### src/hw/rtl/pixel_format_converter_assert.svh
// assertion macros used by the pixel format converter rtl
`ifndef PIXEL_FORMAT_CONVERTER_ASSERT_SVH
`define PIXEL_FORMAT_CONVERTER_ASSERT_SVH

// same-cycle implication, sampled on clk, off during rst
`define PFC_ASSERT_IMP(label, ante, cons, msg) \
  label: assert property (@(posedge clk) disable iff (rst) (ante) |-> (cons)) \
    else $error(msg);

// next-cycle implication, sampled on clk, off during rst
`define PFC_ASSERT_NXT(label, ante, cons, msg) \
  label: assert property (@(posedge clk) disable iff (rst) (ante) |=> (cons)) \
    else $error(msg);

`endif

### src/hw/rtl/pfc_pkg.sv
// types, constants and lookup tables for the pixel format converter
package pfc_pkg;

  localparam int PALETTE_DEPTH = 256;
  localparam int PAL_ADDR_W    = (PALETTE_DEPTH > 1) ? $clog2(PALETTE_DEPTH) : 1;

  localparam int CFG_INDEX_W = 2;
  localparam int CFG_DATA_W  = 4;

  typedef enum logic [3:0] {
    FMT_A8R8G8B8 = 4'd0,
    FMT_X8R8G8B8 = 4'd1,
    FMT_R8G8B8   = 4'd2,
    FMT_A4R4G4B4 = 4'd3,
    FMT_R5G6B5   = 4'd4,
    FMT_A1R5G5B5 = 4'd5,
    FMT_R3G3B2   = 4'd6,
    FMT_L8       = 4'd7,
    FMT_A8       = 4'd8,
    FMT_P8       = 4'd9
  } fmt_t;

  typedef enum logic [CFG_INDEX_W-1:0] {
    CFG_SOURCE_FORMAT       = 2'd0,
    CFG_TARGET_FORMAT       = 2'd1,
    CFG_PALETTE_ENTRY_BYTES = 2'd2
  } cfg_reg_t;

  typedef enum logic {
    CMD_WRITE_PALETTE = 1'b0,
    CMD_CONVERT       = 1'b1
  } cmd_t;

  localparam logic [2:0] PAL_RGB_BYTES   = 3'd3;
  localparam logic [2:0] PAL_ARGB_BYTES  = 3'd4;
  localparam logic [2:0] PAL_BYTES_RESET = PAL_ARGB_BYTES;

  // rec.709 luma weights in 16-bit fixed point
  localparam logic [15:0] LUMA_G = 16'd46885;
  localparam logic [15:0] LUMA_B = 16'd4725;
  localparam logic [15:0] LUMA_R = 16'd13926;

  typedef struct packed {
    logic        command;
    logic [7:0]  palette_index;
    logic [31:0] palette_word;
    logic [31:0] pixel_in;
  } in_item_t;

  typedef struct packed {
    logic [31:0] pixel_out;
    logic        format_error;
  } out_item_t;

  typedef struct packed {
    logic [3:0] source_format;
    logic [3:0] target_format;
    logic [2:0] palette_entry_bytes;
  } cfg_t;

  typedef struct packed {
    logic [7:0] b;
    logic [7:0] g;
    logic [7:0] r;
    logic [7:0] a;
  } channels_t;

  // widening tables for fields whose max is not a divisor-friendly value
  typedef logic [7:0] widen3_table_t [8];
  typedef logic [7:0] widen5_table_t [32];
  typedef logic [7:0] widen6_table_t [64];

  function automatic widen3_table_t build_widen3();
    widen3_table_t t;
    for (int i = 0; i < 8; i++) begin
      t[i] = 8'((i * 255) / 7);
    end
    return t;
  endfunction

  function automatic widen5_table_t build_widen5();
    widen5_table_t t;
    for (int i = 0; i < 32; i++) begin
      t[i] = 8'((i * 255) / 31);
    end
    return t;
  endfunction

  function automatic widen6_table_t build_widen6();
    widen6_table_t t;
    for (int i = 0; i < 64; i++) begin
      t[i] = 8'((i * 255) / 63);
    end
    return t;
  endfunction

  localparam widen3_table_t WIDEN3 = build_widen3();
  localparam widen5_table_t WIDEN5 = build_widen5();
  localparam widen6_table_t WIDEN6 = build_widen6();

endpackage

### src/hw/rtl/pfc_pack.sv
// repacks channels into the target format, with luma and same-format copy
module pfc_pack (
  input  pfc_pkg::cfg_t      cfg,
  input  pfc_pkg::channels_t ch,
  input  logic [31:0]        pixel,
  input  logic               src_error,
  output pfc_pkg::out_item_t item
);

  logic [23:0] luma_sum;
  logic [31:0] packed_px;
  logic [31:0] copy_px;
  logic        tgt_error;

  assign luma_sum = 24'(ch.g) * 24'(pfc_pkg::LUMA_G)
                  + 24'(ch.b) * 24'(pfc_pkg::LUMA_B)
                  + 24'(ch.r) * 24'(pfc_pkg::LUMA_R);

  always_comb begin
    packed_px = '0;
    copy_px   = '0;
    tgt_error = 1'b0;
    unique case (cfg.target_format)
      pfc_pkg::FMT_A8R8G8B8, pfc_pkg::FMT_X8R8G8B8: begin
        packed_px = {ch.a, ch.r, ch.g, ch.b};
        copy_px   = pixel;
      end
      pfc_pkg::FMT_R8G8B8: begin
        packed_px = {8'h00, ch.r, ch.g, ch.b};
        copy_px   = {8'h00, pixel[23:0]};
      end
      pfc_pkg::FMT_A4R4G4B4: begin
        packed_px = {16'h0000, ch.a[7:4], ch.r[7:4], ch.g[7:4], ch.b[7:4]};
        copy_px   = {16'h0000, pixel[15:0]};
      end
      pfc_pkg::FMT_A1R5G5B5: begin
        packed_px = {16'h0000, (ch.a != 8'h00), ch.r[7:3], ch.g[7:3], ch.b[7:3]};
        copy_px   = {16'h0000, pixel[15:0]};
      end
      pfc_pkg::FMT_R5G6B5: begin
        packed_px = {16'h0000, ch.r[7:3], ch.g[7:2], ch.b[7:3]};
        copy_px   = {16'h0000, pixel[15:0]};
      end
      pfc_pkg::FMT_R3G3B2: begin
        packed_px = {24'h000000, ch.r[7:5], ch.g[7:5], ch.b[7:6]};
        copy_px   = {24'h000000, pixel[7:0]};
      end
      pfc_pkg::FMT_L8: begin
        packed_px = {24'h000000, luma_sum[23:16]};
        copy_px   = {24'h000000, pixel[7:0]};
      end
      pfc_pkg::FMT_A8: begin
        packed_px = {24'h000000, ch.a};
        copy_px   = {24'h000000, pixel[7:0]};
      end
      default: begin
        // p8 and undefined codes cannot be produced
        tgt_error = 1'b1;
      end
    endcase

    item.format_error = src_error | tgt_error;
    if (item.format_error) begin
      item.pixel_out = '0;
    end else if (cfg.source_format == cfg.target_format) begin
      item.pixel_out = copy_px;
    end else begin
      item.pixel_out = packed_px;
    end
  end

endmodule

### config.mk
export PLATFORM = sky130hd
export DESIGN_NAME = pfc_pack
export DESIGN_NICKNAME = d
export VERILOG_FILES = /design/src/hw/rtl/pixel_format_converter_assert.svh /design/src/hw/rtl/pfc_pkg.sv /design/src/hw/rtl/pfc_pack.sv
export SDC_FILE = /design/constraint.sdc
export NUM_CORES = 1
export LEC_CHECK = 0
export BUFFER_PORTS_ARGS = -buffer_cell sky130_fd_sc_hd__clkbuf_2
export CORE_MARGIN = 3
export CORE_UTILIZATION = 60
export DETAILED_ROUTE_END_ITERATION = 6
export PLACE_DENSITY = 0.83
export SLEW_MARGIN = 5
export SYNTH_ARGS = -nofsm -noshare
export SYNTH_HDL_FRONTEND = slang
export SYNTH_SLANG_ARGS = --single-unit
### constraint.sdc
create_clock -name vclk -period 17.6
set_clock_uncertainty 0.15 [all_clocks]
set_input_delay 1.76 -clock vclk [all_inputs]
set_output_delay 1.76 -clock vclk [all_outputs]
set_load 0.02 [all_outputs]
==> results of run 1 <==
[metal layers]
| metal | share of wire | track usage | wire (um) | vias up |
|---|---|---|---|---|
| met1 | 0.43 | 0.344 | 7570 | 3003 |
| met3 | 0.050 | 0.0245 | 892 | 30 |
| met4 | 0.018 | 0.0403 | 323 | 0 |
| met2 | 0.51 | 0.482 | 8970 | 170 |
| li1 | - | - | - | 3010 |
| met5 | 0 | 0 | 0 | - |
[layout make-up]
class / instances / area, um^2 / area share
inverter: 250 / 938 / 0.116
multi-input combinational: 609 / 6430 / 0.791
tap: 168 / 210 / 0.0259
timing repair buffer: 108 / 546 / 0.0672
[layout by cell type (no fill, tap or decap), drive strengths merged, types with 15 or more instances in the layout]
cell	n
clkbuf	106
a21oi	51
nand3	20
ha	155
nor2	29
fa	122
o21ai	18
a31oi	15
nand2	61
inv	250
[metrics by stage]
| step | cells | setup slack, ns | util |
|---|---|---|---|
| finish | 1135 | 6.23 | 0.673 |
| global route | 1135 | 5.84 | 0.673 |
| CTS | 1135 | 6.22 | 0.673 |
| detailed placement | 1135 | 6.27 | 0.673 |
| global placement | 1135 | 6.33 | 0.673 |
| floorplan | 878 | 7.07 | - |
[worst min-delay path by stage]
stage / slack (ns) / end / depth (start not counted) / start
2_1_floorplan: 3.54 / item[17] / 2 / pixel[16]
4_1_cts: 3.69 / item[28] / 4 / pixel[27]
5_1_grt: 3.71 / item[22] / 4 / pixel[21]
3_5_place_dp: 3.69 / item[28] / 4 / pixel[27]
6_report: 3.69 / item[30] / 4 / pixel[29]
3_3_place_gp: 3.69 / item[30] / 4 / pixel[29]
[logic make-up (layout without fill, tap and decap cells)]
group,count (synthesis),count (layout),share of synthesized area
AO/OA/AOI/OAI,147,147,0.135
AND/OR/NAND/NOR,157,157,0.105
multiplexers,4,4,0.00604
XOR/XNOR,24,24,0.0282
buffers and inverters,269,358,0.138
adder cells (fa/ha/maj),277,277,0.588
==> impl_results.md, run 1 <==
- Status: finished, final reports clean
- Synth top area cells: fa_1, ha_1, inv_1, a21oi_1, nand2_1
- Max-slew headroom: 0.230
- Layout cells sized above 1: 0.139
- Area Growth Syn to Fin: 8.89%
- Hold/Removal Path Class: in -> out
- Largest net degree at the start of global routing: 36
- Post-synth top cells: inv_1, ha_1, fa_1
- 1st-pass router iterations: 6
- Delay-heaviest family, CP: adder cells
- Number of I/O pins: 109
- Most common cell in the netlist: inv_1
- Gr usage total: 0.262
- Fin. Hold Viols: 0
- Cell area after layout: 8120 um^2
- Yosys top cell by area: fa_1
- Routed Antenna Nets: 0
- Vias: 6213
- CP peak stage delay: 0.56 ns
- Cells after Synth: 878
- Final TNS setup: 0 ns
- Register area: 0 um^2
- Critical path's most frequent cell: fa_1
- DRC: 0
- Pins Over Slew Limit: 0
- Sequential cell count: 0
- Critical path's slowest cell: fa_1
- WP buf/inv: 6
- Top cell type's share of synthesized area: 0.328
- F_max: 88.0 MHz
- Crit path capture type: output port
- Final period utilization: 0.646
- Critical Path Source Type: primary input
- Hold WS: 3.69 ns
- DP Area: 8120 um^2
- DRT iter0 DRCs: 388
- CTS-repair resized insts: 0
- Critical path endpoint: item[8]
- FP Rows: 40
- Final min period: 11.37 ns
- Drt total wl: 17.8 mm
- Die H: 117 um
- Avg Cell Area, Syn: 8.49 um^2
- DR WL/cell: 15.6 um
- Unrepaired setup endpoints after global routing: false
- Maxcap violations: 0
- Input/output buffers: 106
- Worst Path Arrival: 9.46 ns
- Worst-margin pin slew: 1.15 ns
- Post-Synthesis Cell Area: 7460 um^2
- Vias in the first global route: 6513
- DR vias/cell: 5.47
- Setup-failing EPs final: 0
- # hold bufs at CTS: 0
- First-pass GRT wire length: 30.3 mm
- ANT cells: 0
- Initial cell density of the core: 0.618
- CP max FO: 7
- Synth unique cells: 70
- CP required: 15.69 ns
- Sequential-to-total area share from yosys stat: 0
- Mapped Nets: 1231
- Core area: 12100 um^2
- WP depth: 28
- Die X-Extent: 117 um
- Grt total ovfl: 0
- Postcts setup bufs: 0
- Clkbuf count: 0
- Antenna violations before repair: 0
- GPL Wtd Cong: 0.926
- DP HPWL: 15.7 mm
- Die area: 13800 um^2
- Nets: 1322
- Synthesis Warnings: 0
- Kind of critical path: in -> out
- Critical path origin: ch[12]
- Layout filler cell count: 977
Power of run 1 is left out: the tool's default activity adds up to more than one toggle a clock period on the data nets, which glitch-free logic cannot reach.
==> run 2, diff against run 1 <==
==> constraint.sdc (replaced) <==
create_clock -name vclk -period 10.55
set_clock_uncertainty 0.15 [all_clocks]
set_input_delay 1.055 -clock vclk [all_inputs]
set_output_delay 1.055 -clock vclk [all_outputs]
set_load 0.02 [all_outputs]
==> impl_results.md, run 2 (same netlist as run 1, synthesis figures left out) <==
- Status: finished, final reports clean
- Die area: 13800 um^2
- Hold/Removal Path Class: in -> out
- Area of the multi-input gates: 6430 um^2
- Pins Over Slew Limit: 0
- Antenna violations before repair: 0
- Kind of critical path: in -> out
- Commonest non-fill, non-tap cell in the layout: inv_1
- Critical Path Source Type: primary input
- Layout filler cell count: 1014
- Clkbuf count: 0
- Delay-heaviest family, CP: adder cells
- Core area: 12100 um^2
- Drt total wl: 18.0 mm
- Vias: 6199
- DR WL/cell: 15.8 um
- Final min period: 9.86 ns
- Grt total ovfl: 0
- Fin. Hold Viols: 0
- Area Growth Syn to Fin: 8.99%
- Postcts setup bufs: 0
- Die H: 117 um
- Sequential cell count: 0
- 1st-pass router iterations: 5
- Maxcap violations: 0
- Number of I/O pins: 109
- F_max: 101 MHz
- Worst Path Arrival: 8.65 ns
- ANT cells: 0
- Commonest non-fill, non-tap cells in the layout: inv_1, ha_1, fa_1
- DP HPWL: 15.6 mm
- DRC: 0
- Gr usage total: 0.260
- Initial cell density of the core: 0.618
- FP Rows: 40
- Worst-margin pin slew: 1.16 ns
- Final TNS setup: 0 ns
- # hold bufs at CTS: 0
- DP Area: 8130 um^2
- CP required: 9.35 ns
- Crit path capture type: output port
- CTS-repair resized insts: 0
- Unrepaired setup endpoints after global routing: false
- Largest net degree at the start of global routing: 36
- DRT iter0 DRCs: 421
- Nets: 1323
- GPL Wtd Cong: 0.920
- CP peak stage delay: 0.53 ns
- Register area: 0 um^2
- Input/output buffers: 106
- WP buf/inv: 6
- Max-slew headroom: 0.227
- Cell area after layout: 8130 um^2
- Setup-failing EPs final: 0
- First-pass GRT wire length: 29.8 mm
- CP max FO: 9
- Layout cells sized above 1: 0.139
- Vias in the first global route: 6286
- Critical path's most frequent cell: fa_1
- Routed Antenna Nets: 0
- Final period utilization: 0.934
- Critical path's slowest cell: fa_1
- DR vias/cell: 5.46
- Die X-Extent: 117 um
[run 2: layer usage]
| layer | share of wire | track usage |
|---|---|---|
| met1 | 0.42 | 0.347 |
| met5 | 0 | 0 |
| met4 | 0.011 | 0.0242 |
| met3 | 0.064 | 0.0231 |
| met2 | 0.51 | 0.480 |
[run 2: worst paths after layout]
kind	from	end	slack (ns)	cells past startpoint
max	ch[13]	item[8]	0.69	28
min	pixel[30]	item[31]	2.28	4
[run 2: through the flow]
step | utilization | setup slack (ns) | cells | hold slack [ns]
6_report | 0.674 | 0.692 | 1136 | 2.28
5_1_grt | 0.674 | 0.288 | 1136 | 2.31
4_1_cts | 0.674 | 0.704 | 1136 | 2.28
3_5_place_dp | 0.674 | 0.729 | 1136 | 2.28
3_3_place_gp | 0.674 | 0.764 | 1136 | 2.28
2_1_floorplan | - | 1.43 | 878 | 2.13
[run 2: cell type report]
type | count | area share
inverters | 250 | 0.115
multi-input cells | 609 | 0.791
well taps | 168 | 0.0259
repair buffers | 109 | 0.0680
Power of run 2 is left out for the same reason.
==> run 3, diff against run 2 <==
--- a/config.mk
+++ b/config.mk
@@ -5,6 +5,7 @@
 export SDC_FILE = /design/constraint.sdc
 export NUM_CORES = 1
 export LEC_CHECK = 0
+export ABC_AREA = 1
 export BUFFER_PORTS_ARGS = -buffer_cell sky130_fd_sc_hd__clkbuf_2
 export CORE_MARGIN = 3
 export CORE_UTILIZATION = 60
==> impl_results.md, run 3 <==
- Clkbuf count: 0
- ANT cells: 0
- Critical path endpoint: item[7]
- Layout filler cell count: 1058
- F_max: 107 MHz
- Post-synth top cells: inv_1, nand2_1, ha_1
- DRC: 1
- Fin. Hold Viols: 0
- Core area: 12800 um^2
- Status: finished, violations left
- Die X-Extent: 121 um
- CP max FO: 7
- Commonest non-fill, non-tap cells in the layout: inv_1, nand2_1, ha_1
- Hold/Removal Path Class: in -> out
- Initial cell density of the core: 0.623
- Largest net degree at the start of global routing: 60
- # hold bufs at CTS: 0
- Area Growth Syn to Fin: 8.43%
- Max-slew headroom: 0.389
- Violated checks: DRC
- Input/output buffers: 106
- Pins Over Slew Limit: 0
- Setup-failing EPs final: 0
- Synth top area cells: fa_1, ha_1, inv_1, nand2_1, a21oi_1
- DRT iter0 DRCs: 528
- Final TNS setup: 0 ns
- Synthesis Warnings: 0
- Drt total wl: 20.0 mm
- Gr usage total: 0.279
- Antenna violations before repair: 0
- Post-Synthesis Cell Area: 7960 um^2
- Postcts setup bufs: 0
- Layout cells sized above 1: 0.104
- GPL Wtd Cong: 0.990
- Routed Antenna Nets: 0
- CTS-repair resized insts: 0
- DP HPWL: 18.2 mm
- CP peak stage delay: 0.56 ns
- Unrepaired setup endpoints after global routing: false
- Register area: 0 um^2
- Maxcap violations: 0
- DR WL/cell: 15.0 um
- Nets: 1518
- Critical path origin: ch[12]
- Die area: 14700 um^2
- Worst-margin pin slew: 0.913 ns
- Kind of critical path: in -> out
- Final min period: 9.32 ns
- 1st-pass router iterations: 7
- Yosys top cell by area: fa_1
- FP Rows: 41
- Sequential cell count: 0
- Worst Path Arrival: 8.11 ns
- Critical path's slowest cell: fa_1
- Cells after Synth: 1067
- Top cell type's share of synthesized area: 0.307
- Most common cell in the netlist: inv_1
- DR vias/cell: 5.40
- Avg Cell Area, Syn: 7.46 um^2
- Synth unique cells: 42
- Die H: 121 um
- Vias: 7204
- Sequential-to-total area share from yosys stat: 0
- Final period utilization: 0.883
- First-pass GRT wire length: 33.1 mm
- Commonest non-fill, non-tap cell in the layout: inv_1
- CP required: 9.35 ns
- Critical Path Source Type: primary input
- Crit path capture type: output port
- Mapped Nets: 1420
- Vias in the first global route: 7140
- Number of I/O pins: 109
- Grt total ovfl: 0
[run 3: cell count changes after synthesis, moves of 8 or more]
| cell | previous run | this run |
|---|---|---|
| a21oi_1 | 49 | 57 |
| a22oi_1 | 8 | 0 |
| a31oi_1 | 14 | 1 |
| clkbuf_1 | 8 | 0 |
| inv_1 | 249 | 309 |
| nand2_1 | 61 | 159 |
| nand3_1 | 20 | 35 |
| nor2_1 | 29 | 63 |
| o21ai_0 | 16 | 46 |
[run 3: worst max-delay path: cells and delay by family]
family,cells,cell delay [ns]
XOR/XNOR,1,0.22
adder cells (fa/ha/maj),10,4.40
AND/OR/NAND/NOR,13,1.49
buffers and inverters,8,0.72
AO/OA/AOI/OAI,1,0.20
[run 3: cell type report]
type               count  area (um^2)  share of cell area
inverters            313         1180               0.136
repair buffers       106          531              0.0615
multi-input cells    744         6710               0.777
well taps            172          215              0.0249
[run 3: metrics by stage]
stage | util | instances | setup WS (ns) | hold WS (ns) | area (um^2)
after floorplan | - | 1067 | 2.13 | 2.14 | 7960
after global placement | 0.676 | 1335 | 1.38 | 2.31 | 8630
after detailed placement | 0.676 | 1335 | 1.26 | 2.31 | 8630
after CTS | 0.676 | 1335 | 1.24 | 2.31 | 8630
after global routing | 0.676 | 1335 | 0.752 | 2.33 | 8630
final | 0.676 | 1335 | 1.23 | 2.31 | 8630
[run 3: kinds of logic after synthesis]
kind of cell,share of synthesized area
buffers and inverters,0.157
AND/OR/NAND/NOR,0.165
XOR/XNOR,0.0242
adder cells (fa/ha/maj),0.550
AO/OA/AOI/OAI,0.104
[run 3: how the worst min path moves through the flow]
stage	start	slack, ns	to	cells past startpoint
after CTS	ch[1]	2.31	item[26]	4
after detailed placement	ch[1]	2.31	item[26]	4
after global routing	pixel[14]	2.33	item[15]	4
after floorplan	ch[0]	2.14	item[25]	2
after global placement	ch[1]	2.31	item[26]	4
final	ch[1]	2.31	item[26]	4
[run 3: per-layer routing]
layer	GRT usage	vias up	wire, um	share of wire
met5	0	-	0	0
met4	0.0714	0	639	0.032
met3	0.0289	50	1500	0.075
met2	0.485	277	9700	0.48
met1	0.375	3370	8180	0.41
li1	-	3507	-	-
Power of run 3 is left out for the same reason.
