[config.mk]
export PLATFORM = sky130hd
export DESIGN_NAME = pfc_unpack
export DESIGN_NICKNAME = d
export VERILOG_FILES = /design/src/hw/rtl/pixel_format_converter_assert.svh /design/src/hw/rtl/pfc_pkg.sv /design/src/hw/rtl/pfc_unpack.sv
export SDC_FILE = /design/constraint.sdc
export NUM_CORES = 1
export LEC_CHECK = 0
export ABC_CLOCK_PERIOD_IN_PS = 3300
export BUFFER_PORTS_ARGS = -buffer_cell sky130_fd_sc_hd__buf_2
export CAP_MARGIN = 20
export CORE_MARGIN = 2
export CORE_UTILIZATION = 50
export DETAILED_ROUTE_END_ITERATION = 6
export GPL_TIMING_DRIVEN = 0
export PLACE_DENSITY = 0.94
export SLEW_MARGIN = 20
export SYNTH_ARGS = -nofsm -noshare
export SYNTH_HDL_FRONTEND = slang
export SYNTH_SLANG_ARGS = --single-unit
[constraint.sdc]
create_clock -name vclk -period 3.3
set_input_delay 0.99 -clock vclk [all_inputs]
set_output_delay 0.99 -clock vclk [all_outputs]
set_load 0.005 [all_outputs]
[src/hw/rtl/pixel_format_converter_assert.svh]
// assertion macros used by the pixel format converter rtl
`ifndef PIXEL_FORMAT_CONVERTER_ASSERT_SVH
`define PIXEL_FORMAT_CONVERTER_ASSERT_SVH

// same-cycle implication, sampled on clk, off during rst
`define PFC_ASSERT_IMP(label, ante, cons, msg) \
  label: assert property (@(posedge clk) disable iff (rst) (ante) |-> (cons)) \
    else $error(msg);

// next-cycle implication, sampled on clk, off during rst
`define PFC_ASSERT_NXT(label, ante, cons, msg) \
  label: assert property (@(posedge clk) disable iff (rst) (ante) |=> (cons)) \
    else $error(msg);

`endif

[src/hw/rtl/pfc_pkg.sv]
// types, constants and lookup tables for the pixel format converter
package pfc_pkg;

  localparam int PALETTE_DEPTH = 256;
  localparam int PAL_ADDR_W    = (PALETTE_DEPTH > 1) ? $clog2(PALETTE_DEPTH) : 1;

  localparam int CFG_INDEX_W = 2;
  localparam int CFG_DATA_W  = 4;

  typedef enum logic [3:0] {
    FMT_A8R8G8B8 = 4'd0,
    FMT_X8R8G8B8 = 4'd1,
    FMT_R8G8B8   = 4'd2,
    FMT_A4R4G4B4 = 4'd3,
    FMT_R5G6B5   = 4'd4,
    FMT_A1R5G5B5 = 4'd5,
    FMT_R3G3B2   = 4'd6,
    FMT_L8       = 4'd7,
    FMT_A8       = 4'd8,
    FMT_P8       = 4'd9
  } fmt_t;

  typedef enum logic [CFG_INDEX_W-1:0] {
    CFG_SOURCE_FORMAT       = 2'd0,
    CFG_TARGET_FORMAT       = 2'd1,
    CFG_PALETTE_ENTRY_BYTES = 2'd2
  } cfg_reg_t;

  typedef enum logic {
    CMD_WRITE_PALETTE = 1'b0,
    CMD_CONVERT       = 1'b1
  } cmd_t;

  localparam logic [2:0] PAL_RGB_BYTES   = 3'd3;
  localparam logic [2:0] PAL_ARGB_BYTES  = 3'd4;
  localparam logic [2:0] PAL_BYTES_RESET = PAL_ARGB_BYTES;

  // rec.709 luma weights in 16-bit fixed point
  localparam logic [15:0] LUMA_G = 16'd46885;
  localparam logic [15:0] LUMA_B = 16'd4725;
  localparam logic [15:0] LUMA_R = 16'd13926;

  typedef struct packed {
    logic        command;
    logic [7:0]  palette_index;
    logic [31:0] palette_word;
    logic [31:0] pixel_in;
  } in_item_t;

  typedef struct packed {
    logic [31:0] pixel_out;
    logic        format_error;
  } out_item_t;

  typedef struct packed {
    logic [3:0] source_format;
    logic [3:0] target_format;
    logic [2:0] palette_entry_bytes;
  } cfg_t;

  typedef struct packed {
    logic [7:0] b;
    logic [7:0] g;
    logic [7:0] r;
    logic [7:0] a;
  } channels_t;

  // widening tables for fields whose max is not a divisor-friendly value
  typedef logic [7:0] widen3_table_t [8];
  typedef logic [7:0] widen5_table_t [32];
  typedef logic [7:0] widen6_table_t [64];

  function automatic widen3_table_t build_widen3();
    widen3_table_t t;
    for (int i = 0; i < 8; i++) begin
      t[i] = 8'((i * 255) / 7);
    end
    return t;
  endfunction

  function automatic widen5_table_t build_widen5();
    widen5_table_t t;
    for (int i = 0; i < 32; i++) begin
      t[i] = 8'((i * 255) / 31);
    end
    return t;
  endfunction

  function automatic widen6_table_t build_widen6();
    widen6_table_t t;
    for (int i = 0; i < 64; i++) begin
      t[i] = 8'((i * 255) / 63);
    end
    return t;
  endfunction

  localparam widen3_table_t WIDEN3 = build_widen3();
  localparam widen5_table_t WIDEN5 = build_widen5();
  localparam widen6_table_t WIDEN6 = build_widen6();

endpackage

[src/hw/rtl/pfc_unpack.sv]
// unpacks a source pixel or palette entry into 8-bit b, g, r, a channels
module pfc_unpack (
  input  pfc_pkg::cfg_t      cfg,
  input  logic [31:0]        pixel,
  input  logic [31:0]        entry,
  output pfc_pkg::channels_t ch,
  output logic               error
);

  logic [15:0] h;
  logic [7:0]  l;

  assign h = pixel[15:0];
  assign l = pixel[7:0];

  always_comb begin
    ch    = '0;
    error = 1'b0;
    unique case (cfg.source_format)
      pfc_pkg::FMT_A8R8G8B8, pfc_pkg::FMT_X8R8G8B8: begin
        ch.b = pixel[7:0];
        ch.g = pixel[15:8];
        ch.r = pixel[23:16];
        ch.a = pixel[31:24];
      end
      pfc_pkg::FMT_R8G8B8: begin
        ch.b = pixel[7:0];
        ch.g = pixel[15:8];
        ch.r = pixel[23:16];
        ch.a = 8'hFF;
      end
      pfc_pkg::FMT_A4R4G4B4: begin
        // 4-bit field times 17 is the same as repeating the nibble
        ch.a = {h[15:12], h[15:12]};
        ch.r = {h[11:8], h[11:8]};
        ch.g = {h[7:4], h[7:4]};
        ch.b = {h[3:0], h[3:0]};
      end
      pfc_pkg::FMT_R5G6B5: begin
        ch.r = pfc_pkg::WIDEN5[h[15:11]];
        ch.g = pfc_pkg::WIDEN6[h[10:5]];
        ch.b = pfc_pkg::WIDEN5[h[4:0]];
        ch.a = 8'hFF;
      end
      pfc_pkg::FMT_A1R5G5B5: begin
        ch.a = {8{h[15]}};
        ch.r = pfc_pkg::WIDEN5[h[14:10]];
        ch.g = pfc_pkg::WIDEN5[h[9:5]];
        ch.b = pfc_pkg::WIDEN5[h[4:0]];
      end
      pfc_pkg::FMT_R3G3B2: begin
        ch.r = pfc_pkg::WIDEN3[l[7:5]];
        ch.g = pfc_pkg::WIDEN3[l[4:2]];
        ch.b = {4{l[1:0]}};
        ch.a = 8'hFF;
      end
      pfc_pkg::FMT_L8: begin
        ch.b = l;
        ch.g = l;
        ch.r = l;
        ch.a = 8'hFF;
      end
      pfc_pkg::FMT_A8: begin
        ch.a = l;
      end
      pfc_pkg::FMT_P8: begin
        if (cfg.palette_entry_bytes == pfc_pkg::PAL_RGB_BYTES) begin
          ch.r = entry[7:0];
          ch.g = entry[15:8];
          ch.b = entry[23:16];
          ch.a = 8'hFF;
        end else if (cfg.palette_entry_bytes == pfc_pkg::PAL_ARGB_BYTES) begin
          ch.a = entry[7:0];
          ch.r = entry[15:8];
          ch.g = entry[23:16];
          ch.b = entry[31:24];
        end else begin
          error = 1'b1;
        end
      end
      default: begin
        error = 1'b1;
      end
    endcase
  end

endmodule

==> reports/qor.log, run 1 <==
qor: logic_synthesis.syn-instance-count 348
qor: worst_setup_path.worstPathRequired 2.31 ns
qor: power.vdd_drop_max 87.0 µV
qor: floorplanning.placeableCoreArea 0.00435 mm²
qor: final_layout.layout_cell_share_with_drive_strength_beyond_1 0.446
qor: place.pre_cts_setup_slack -0.340 ns
qor: place.gp_routability_congestion 0.982
qor: final_layout.register_area 0 µm²
qor: global_routing.grt_antenna_before_repair 0
qor: power.pwr-share-comb 1.000
qor: logic_synthesis.largest_family_of_logic_cells_by_synthesized_area compound AO/OA/AOI/OAI gates
qor: logic_synthesis.synth_area 0.00227 mm²
qor: power.power_frac_seq 0
qor: global_routing.first_pass_grt_wire_length 16,600 µm
qor: logic_synthesis.synthMuxAreaShare 0.0656
qor: floorplanning.number_of_placement_rows 24
qor: global_routing.groute.usage.overall 0.401
qor: route.routed_wirelength 11,500 µm
qor: worst_setup_path.cp_data_arrival_time 2.34 ns
qor: floorplanning.floorplan.initialDensity 0.521
qor: sta.timing.final.setup_violations 8
qor: logic_synthesis.post_synthesis_share_of_cell_area_spent_on_and_or_nand_and_nor_gates 0.240
qor: route.ant_nets 0
qor: route.drt_pre_antenna_iters 6
qor: global_routing.grt_max_degree 12
qor: sta.final_hold_viol_count 0
qor: final_layout.final_net_count 549
qor: final_layout.fillerInstances 327
qor: floorplanning.fp.dieH 71.4 µm
qor: outcome.violations negative setup slack
qor: power.cellPowerDensity 142 mW/mm²
qor: floorplanning.die_w 71.4 µm
qor: min_path.hp-class input pin to primary output
qor: route.detail_route.wl_per_cell 22.3 µm
qor: power.net_switching_share_of_the_total_power 0.545
qor: worst_setup_path.crit_fanout 5
qor: logic_synthesis.mappedNetlistNets 429
qor: final_layout.most_common_cell_after_layout_fill_and_taps_aside sky130_fd_sc_hd__buf_2
qor: logic_synthesis.yosysTopAreaCellShare 0.0992
qor: worst_setup_path.critPathCaptureType primary output
qor: worst_setup_path.critical_path.cell_chain buf_2 > and3b_2 > a22oi_2 > o21ai_1 > or4_1 > buf_2
qor: floorplanning.ioPinCount 108
qor: worst_setup_path.start_kind input pin
qor: logic_synthesis.post_synth_xor_area_fraction 0.00386
qor: final_layout.num_antenna_cells 0
qor: logic_synthesis.ys_warn_count 0
qor: worst_setup_path.timing.critical_path.slowest_cell_delay 0.52 ns
qor: sta.worst_slew_margin_rel 0.611
qor: worst_setup_path.criticalPathCategory input pin to primary output
qor: global_routing.vias_in_the_first_global_route 3,210
qor: power.cell_internal_pwr 0.220 mW
qor: cts.post_cts_hold_buffer_count 0
qor: sta.slew_viol_final 0
qor: worst_setup_path.critical_path_buf_inv_count 2
qor: job.max-cap-violations 0
qor: final_layout.synthToLayoutAreaGrowth 50.1%
qor: place.detailed_place_hpwl 7840 µm
qor: worst_setup_path.timing.critical_path.slowest_stage_cell sky130_fd_sc_hd__or4_1
qor: route.vias_per_cell 7.26
qor: logic_synthesis.synth_compound_area_frac 0.528
qor: logic_synthesis.ys_seq_area_frac 0
qor: sta.grt_setup_unrepaired yes
qor: sta.achievable_clock_frequency 300 MHz
qor: final_layout.clock_buffers 0
qor: logic_synthesis.synth.top_cells.by_area sky130_fd_sc_hd__a22oi_1 (9.9%), sky130_fd_sc_hd__a21oi_1 (5.7%), sky130_fd_sc_hd__o21ai_0 (5.7%), sky130_fd_sc_hd__o221ai_1 (4.6%), sky130_fd_sc_hd__o211ai_1 (4.0%)
qor: sta.setup_slack -0.0327 ns
qor: sta.crit_path_time_final 3.33 ns
qor: global_routing.gr-total-overflow 0
qor: worst_setup_path.critPathTopFamily simple AND/OR/NAND/NOR gates
qor: power.pwr-share-clk 0
qor: sta.final.period_utilization 1.01
qor: place.port_buffers 99
qor: logic_synthesis.yosys.cell_types.count 60
qor: floorplanning.dieArea 0.00509 mm²
qor: route.drc 0
qor: power.power.net_switching 0.264 mW
qor: route.drt_first_iter_violations 603
qor: logic_synthesis.post-synth-top-area-cell sky130_fd_sc_hd__a22oi_1
qor: sta.finalSetupTns -0.144 ns
qor: logic_synthesis.syn_avg_cell_area 6.52 µm²
qor: route.num_vias 3,759
qor: worst_setup_path.most_common_cell_on_crit_path sky130_fd_sc_hd__buf_2
qor: sta.max_slew.worst_pin.slew 0.584 ns
qor: final_layout.final_cell_mix sky130_fd_sc_hd__buf_2 (97), sky130_fd_sc_hd__buf_4 (28), sky130_fd_sc_hd__a22oi_1 (25)
qor: logic_synthesis.post_synth_fa_ha_maj_area_fraction 0.0331
qor: outcome.outcome finished, violations left
qor: power.power_leakage 1.50 nW
qor: final_layout.seq_cells 0
==> layer usage <==
layer / vias to the layer above / GRT usage / routed length [µm]
met5: - / 0 / 0
met4: 0 / 0.140 / 640
met3: 71 / 0.0492 / 1680
met2: 396 / 0.662 / 5010
met1: 1686 / 0.537 / 4210
li1: 1606 / - / -
==> path summary, 6_finish.rpt <==
check	from	to	cells past startpoint
worst max-delay path	cfg[0]	ch[17]	6
worst min-delay path	entry[20]	ch[20]	4
==> tightest hold or removal path, stage by stage <==
cell and delay (ns):
sky130_fd_sc_hd__buf_2 0.09, sky130_fd_sc_hd__a22oi_1 0.06, sky130_fd_sc_hd__o21ai_1 0.11, sky130_fd_sc_hd__buf_2 0.11
==> per-stage QoR <==
| step | util | cells | hold WS (ns) | cell area, µm² | total power, mW |
|---|---|---|---|---|---|
| final | 0.782 | 518 | 2.35 | 3410 | 0.485 |
| after global routing | 0.782 | 518 | 2.36 | 3410 | 0.509 |
| after CTS | 0.712 | 510 | 2.32 | 3100 | 0.416 |
| after detailed placement | 0.650 | 499 | 2.33 | 2830 | 0.377 |
| after global placement | 0.650 | 499 | 2.33 | 2830 | 0.372 |
| after floorplan | - | 348 | 2.08 | 2270 | 0.227 |
==> Yosys cell counts, drive strengths merged, types with 10 or more instances <==
cell	n
a22oi	30
o21ai	28
a21oi	26
buf	25
clkbuf	22
nand2	22
inv	16
o211ai	12
o221ai	12
o22ai	11
nand2b	10
nor2	10
nor2b	10
==> power groups by stage <==
stage | Clock, mW | Sequential (mW) | Combinational (mW)
global route | 0 | 0 | 0.509
detailed placement | 0 | 0 | 0.377
global placement | 0 | 0 | 0.372
floorplan | 0 | 0 | 0.227
CTS | 0 | 0 | 0.416
finish | 0 | 0 | 0.485
==> cells by family (layout without fill, tap and decap cells) <==
group,Yosys count,after routing
and+or+nand+nor,91,91
buffers and inverters,63,181
AOI/OAI and AO/OA,173,173
xor gates and xnor gates,1,1
adders and majority gates,6,6
muxes,14,14
==> final cells by class <==
class | instances | area (µm²) | area share
tap | 52 | 65.1 | 0.0191
inverter | 16 | 67.6 | 0.0198
buffer | 43 | 355 | 0.104
multi-input combinational | 285 | 2150 | 0.632
timing repair buffer | 122 | 767 | 0.225
==> repair_timing <==
action                                  CTS  global route
cloned                                    1             2
pin swaps                                10            18
buffers inserted                         12             8
resized for setup                        56            75
endpoints found under the setup margin   27            32
No activity file was read; power rests on OpenSTA's default activity.
==> run 2, diff against run 1 <==
ABC_CLOCK_PERIOD_IN_PS = 3020   (was 3300)
CORE_UTILIZATION = 45   (was 50)
PLACE_DENSITY = 0.9   (was 0.94)
clock period = 3.02 ns   (was 3.3 ns; I/O delays follow)
==> run 2 against run 1 <==
  * The flow still finishes with violations (negative setup slack)
  * Die area rose by 10%
  * First-iteration DRC count shrank 1.2%
  * Sequential cell count did not move
  * Largest power group unchanged
==> reports/qor.log, run 2 (synthesized netlist as in run 1, its figures left out) <==
qor: sta.timing.hold.ws 2.19 ns
qor: worst_setup_path.critPathCaptureType primary output
qor: sta.setup_slack -0.219 ns
qor: sta.max_slew.worst_pin.slew 0.516 ns
qor: sta.grt_setup_unrepaired yes
qor: global_routing.grt_antenna_before_repair 0
qor: final_layout.fillerInstances 346
qor: job.max-cap-violations 0
qor: floorplanning.floorplan.initialDensity 0.474
qor: min_path.min_path_cells 4
qor: power.vdd_drop_max 111 µV
qor: route.detail_route.wl_per_cell 24.5 µm
qor: global_routing.first_pass_grt_wire_length 17,000 µm
qor: min_path.timing.hold.worst.start entry[24]
qor: power.power_leakage 1.65 nW
qor: global_routing.gr-total-overflow 0
qor: outcome.outcome finished, violations left
qor: worst_setup_path.worstPathRequired 2.11 ns
qor: power.pwr-share-clk 0
qor: sta.timing.final.setup_violations 22
qor: power.cell_internal_pwr 0.279 mW
qor: route.drt_pre_antenna_iters 6
qor: worst_setup_path.crit_fanout 4
qor: floorplanning.placeableCoreArea 0.00479 mm²
qor: min_path.hold_path_end ch[24]
qor: worst_setup_path.timing.critical_path.slowest_stage_cell sky130_fd_sc_hd__or4_1
qor: final_layout.final_cell_mix sky130_fd_sc_hd__buf_2 (93), sky130_fd_sc_hd__buf_6 (30), sky130_fd_sc_hd__a22oi_1 (22), sky130_fd_sc_hd__a21oi_1 (22), sky130_fd_sc_hd__nand2_1 (20)
qor: worst_setup_path.criticalPathCategory input pin to primary output
qor: power.cellPowerDensity 158 mW/mm²
qor: sta.final.period_utilization 1.07
qor: place.port_buffers 99
qor: outcome.violations negative setup slack
qor: place.gp_routability_congestion 1.00
qor: final_layout.most_common_cell_after_layout_fill_and_taps_aside sky130_fd_sc_hd__buf_2
qor: power.pwr-share-comb 1.000
qor: power.power.net_switching 0.324 mW
qor: final_layout.synthToLayoutAreaGrowth 68.0%
qor: final_layout.multi_input_comb_area 0.00235 mm²
qor: final_layout.final_net_count 557
qor: worst_setup_path.start_kind input pin
qor: final_layout.finish.utilization 0.797
qor: route.vias_per_cell 7.29
qor: final_layout.num_antenna_cells 0
qor: worst_setup_path.critical_path.cell_chain buf_6 > ha_2 > and2_1 > o21ai_1 > a21oi_2 > or4_1 > buf_2
qor: place.detailed_place_hpwl 7870 µm
qor: floorplanning.fp.dieH 75.0 µm
qor: worst_setup_path.timing.critical_path.slowest_cell_delay 0.51 ns
qor: sta.achievable_clock_frequency 309 MHz
qor: sta.crit_path_time_final 3.24 ns
qor: min_path.hp-class input pin to primary output
qor: final_layout.clock_buffers 0
qor: sta.worst_slew_margin_rel 0.656
qor: final_layout.seq_cells 0
qor: power.net_switching_share_of_the_total_power 0.537
qor: global_routing.groute.usage.overall 0.396
qor: route.drt_first_iter_violations 596
qor: route.drc 0
qor: global_routing.grt_max_degree 12
qor: final_layout.register_area 0 µm²
qor: power.power_frac_seq 0
qor: sta.final_hold_viol_count 0
qor: worst_setup_path.cp_data_arrival_time 2.33 ns
qor: floorplanning.number_of_placement_rows 25
qor: floorplanning.ioPinCount 108
qor: sta.slew_viol_final 0
qor: final_layout.layout_cell_share_with_drive_strength_beyond_1 0.513
qor: floorplanning.dieArea 0.00563 mm²
qor: route.ant_nets 0
qor: route.routed_wirelength 13,300 µm
qor: floorplanning.die_w 75.0 µm
qor: route.num_vias 3,942
qor: global_routing.vias_in_the_first_global_route 3,258
## run 2: changes by cell type in the layout (fill, tap and decap cells not counted), sizes merged
cell | previous run | this run
buf | 146 | 156
clkbuf | 19 | 16
bufbuf | 0 | 1
## run 2: area by class of cell
| type | count | share of cell area |
|---|---|---|
| plain buffers | 43 | 0.110 |
| inverters | 16 | 0.0171 |
| multi-input cells | 285 | 0.615 |
| well taps | 67 | 0.0220 |
| repair buffers | 130 | 0.236 |
## run 2: what timing repair did
action / in CTS / in global routing
gates resized for setup: 115 / 95
pin swaps: 25 / 41
hold buffers: 0 / 0
buffers inserted: 15 / 12
endpoints found under the setup margin: 33 / 32
gates cloned: 5 / 0
## run 2: worst max-delay path, delay by kind of cell
family          cells  cell delay (ns)
fa+ha+maj           1             0.20
buf+inv             2             0.26
compound gates      2             0.29
simple gates        2             0.69
## run 2: per-layer routing
| metal | vias up | share of wire | routed length (µm) | GRT usage |
|---|---|---|---|---|
| met2 | 426 | 0.44 | 5790 | 0.663 |
| met5 | - | 0 | 0 | 0 |
| met1 | 1749 | 0.34 | 4460 | 0.493 |
| li1 | 1622 | - | - | - |
| met4 | 0 | 0.082 | 1090 | 0.165 |
| met3 | 145 | 0.15 | 1930 | 0.0803 |
## run 2: how the worst max path moves through the flow
stage	start	endpoint
6_report	pixel[5]	ch[17]
3_5_place_dp	pixel[5]	ch[8]
2_1_floorplan	pixel[6]	ch[17]
3_3_place_gp	cfg[9]	ch[16]
4_1_cts	pixel[5]	ch[17]
5_1_grt	pixel[5]	ch[17]
## run 2: metrics by stage
| stage | instances | cell area (µm²) | setup slack, ns | power, mW | TNS [ns] |
|---|---|---|---|---|---|
| after floorplan | 348 | 2270 | 0.0812 | 0.248 | 0 |
| after global placement | 514 | 2850 | -0.462 | 0.407 | -6.96 |
| final | 541 | 3810 | -0.219 | 0.603 | -1.36 |
| after global routing | 541 | 3810 | -0.291 | 0.626 | -2.12 |
| after CTS | 531 | 3440 | -0.150 | 0.502 | -0.328 |
| after detailed placement | 514 | 2850 | -0.437 | 0.411 | -7.16 |
## run 2: power by group through the flow
stage               combinational [mW]  clock (mW)  sequential [mW]
finish                           0.603           0                0
global route                     0.626           0                0
CTS                              0.502           0                0
detailed placement               0.411           0                0
global placement                 0.407           0                0
floorplan                        0.248           0                0
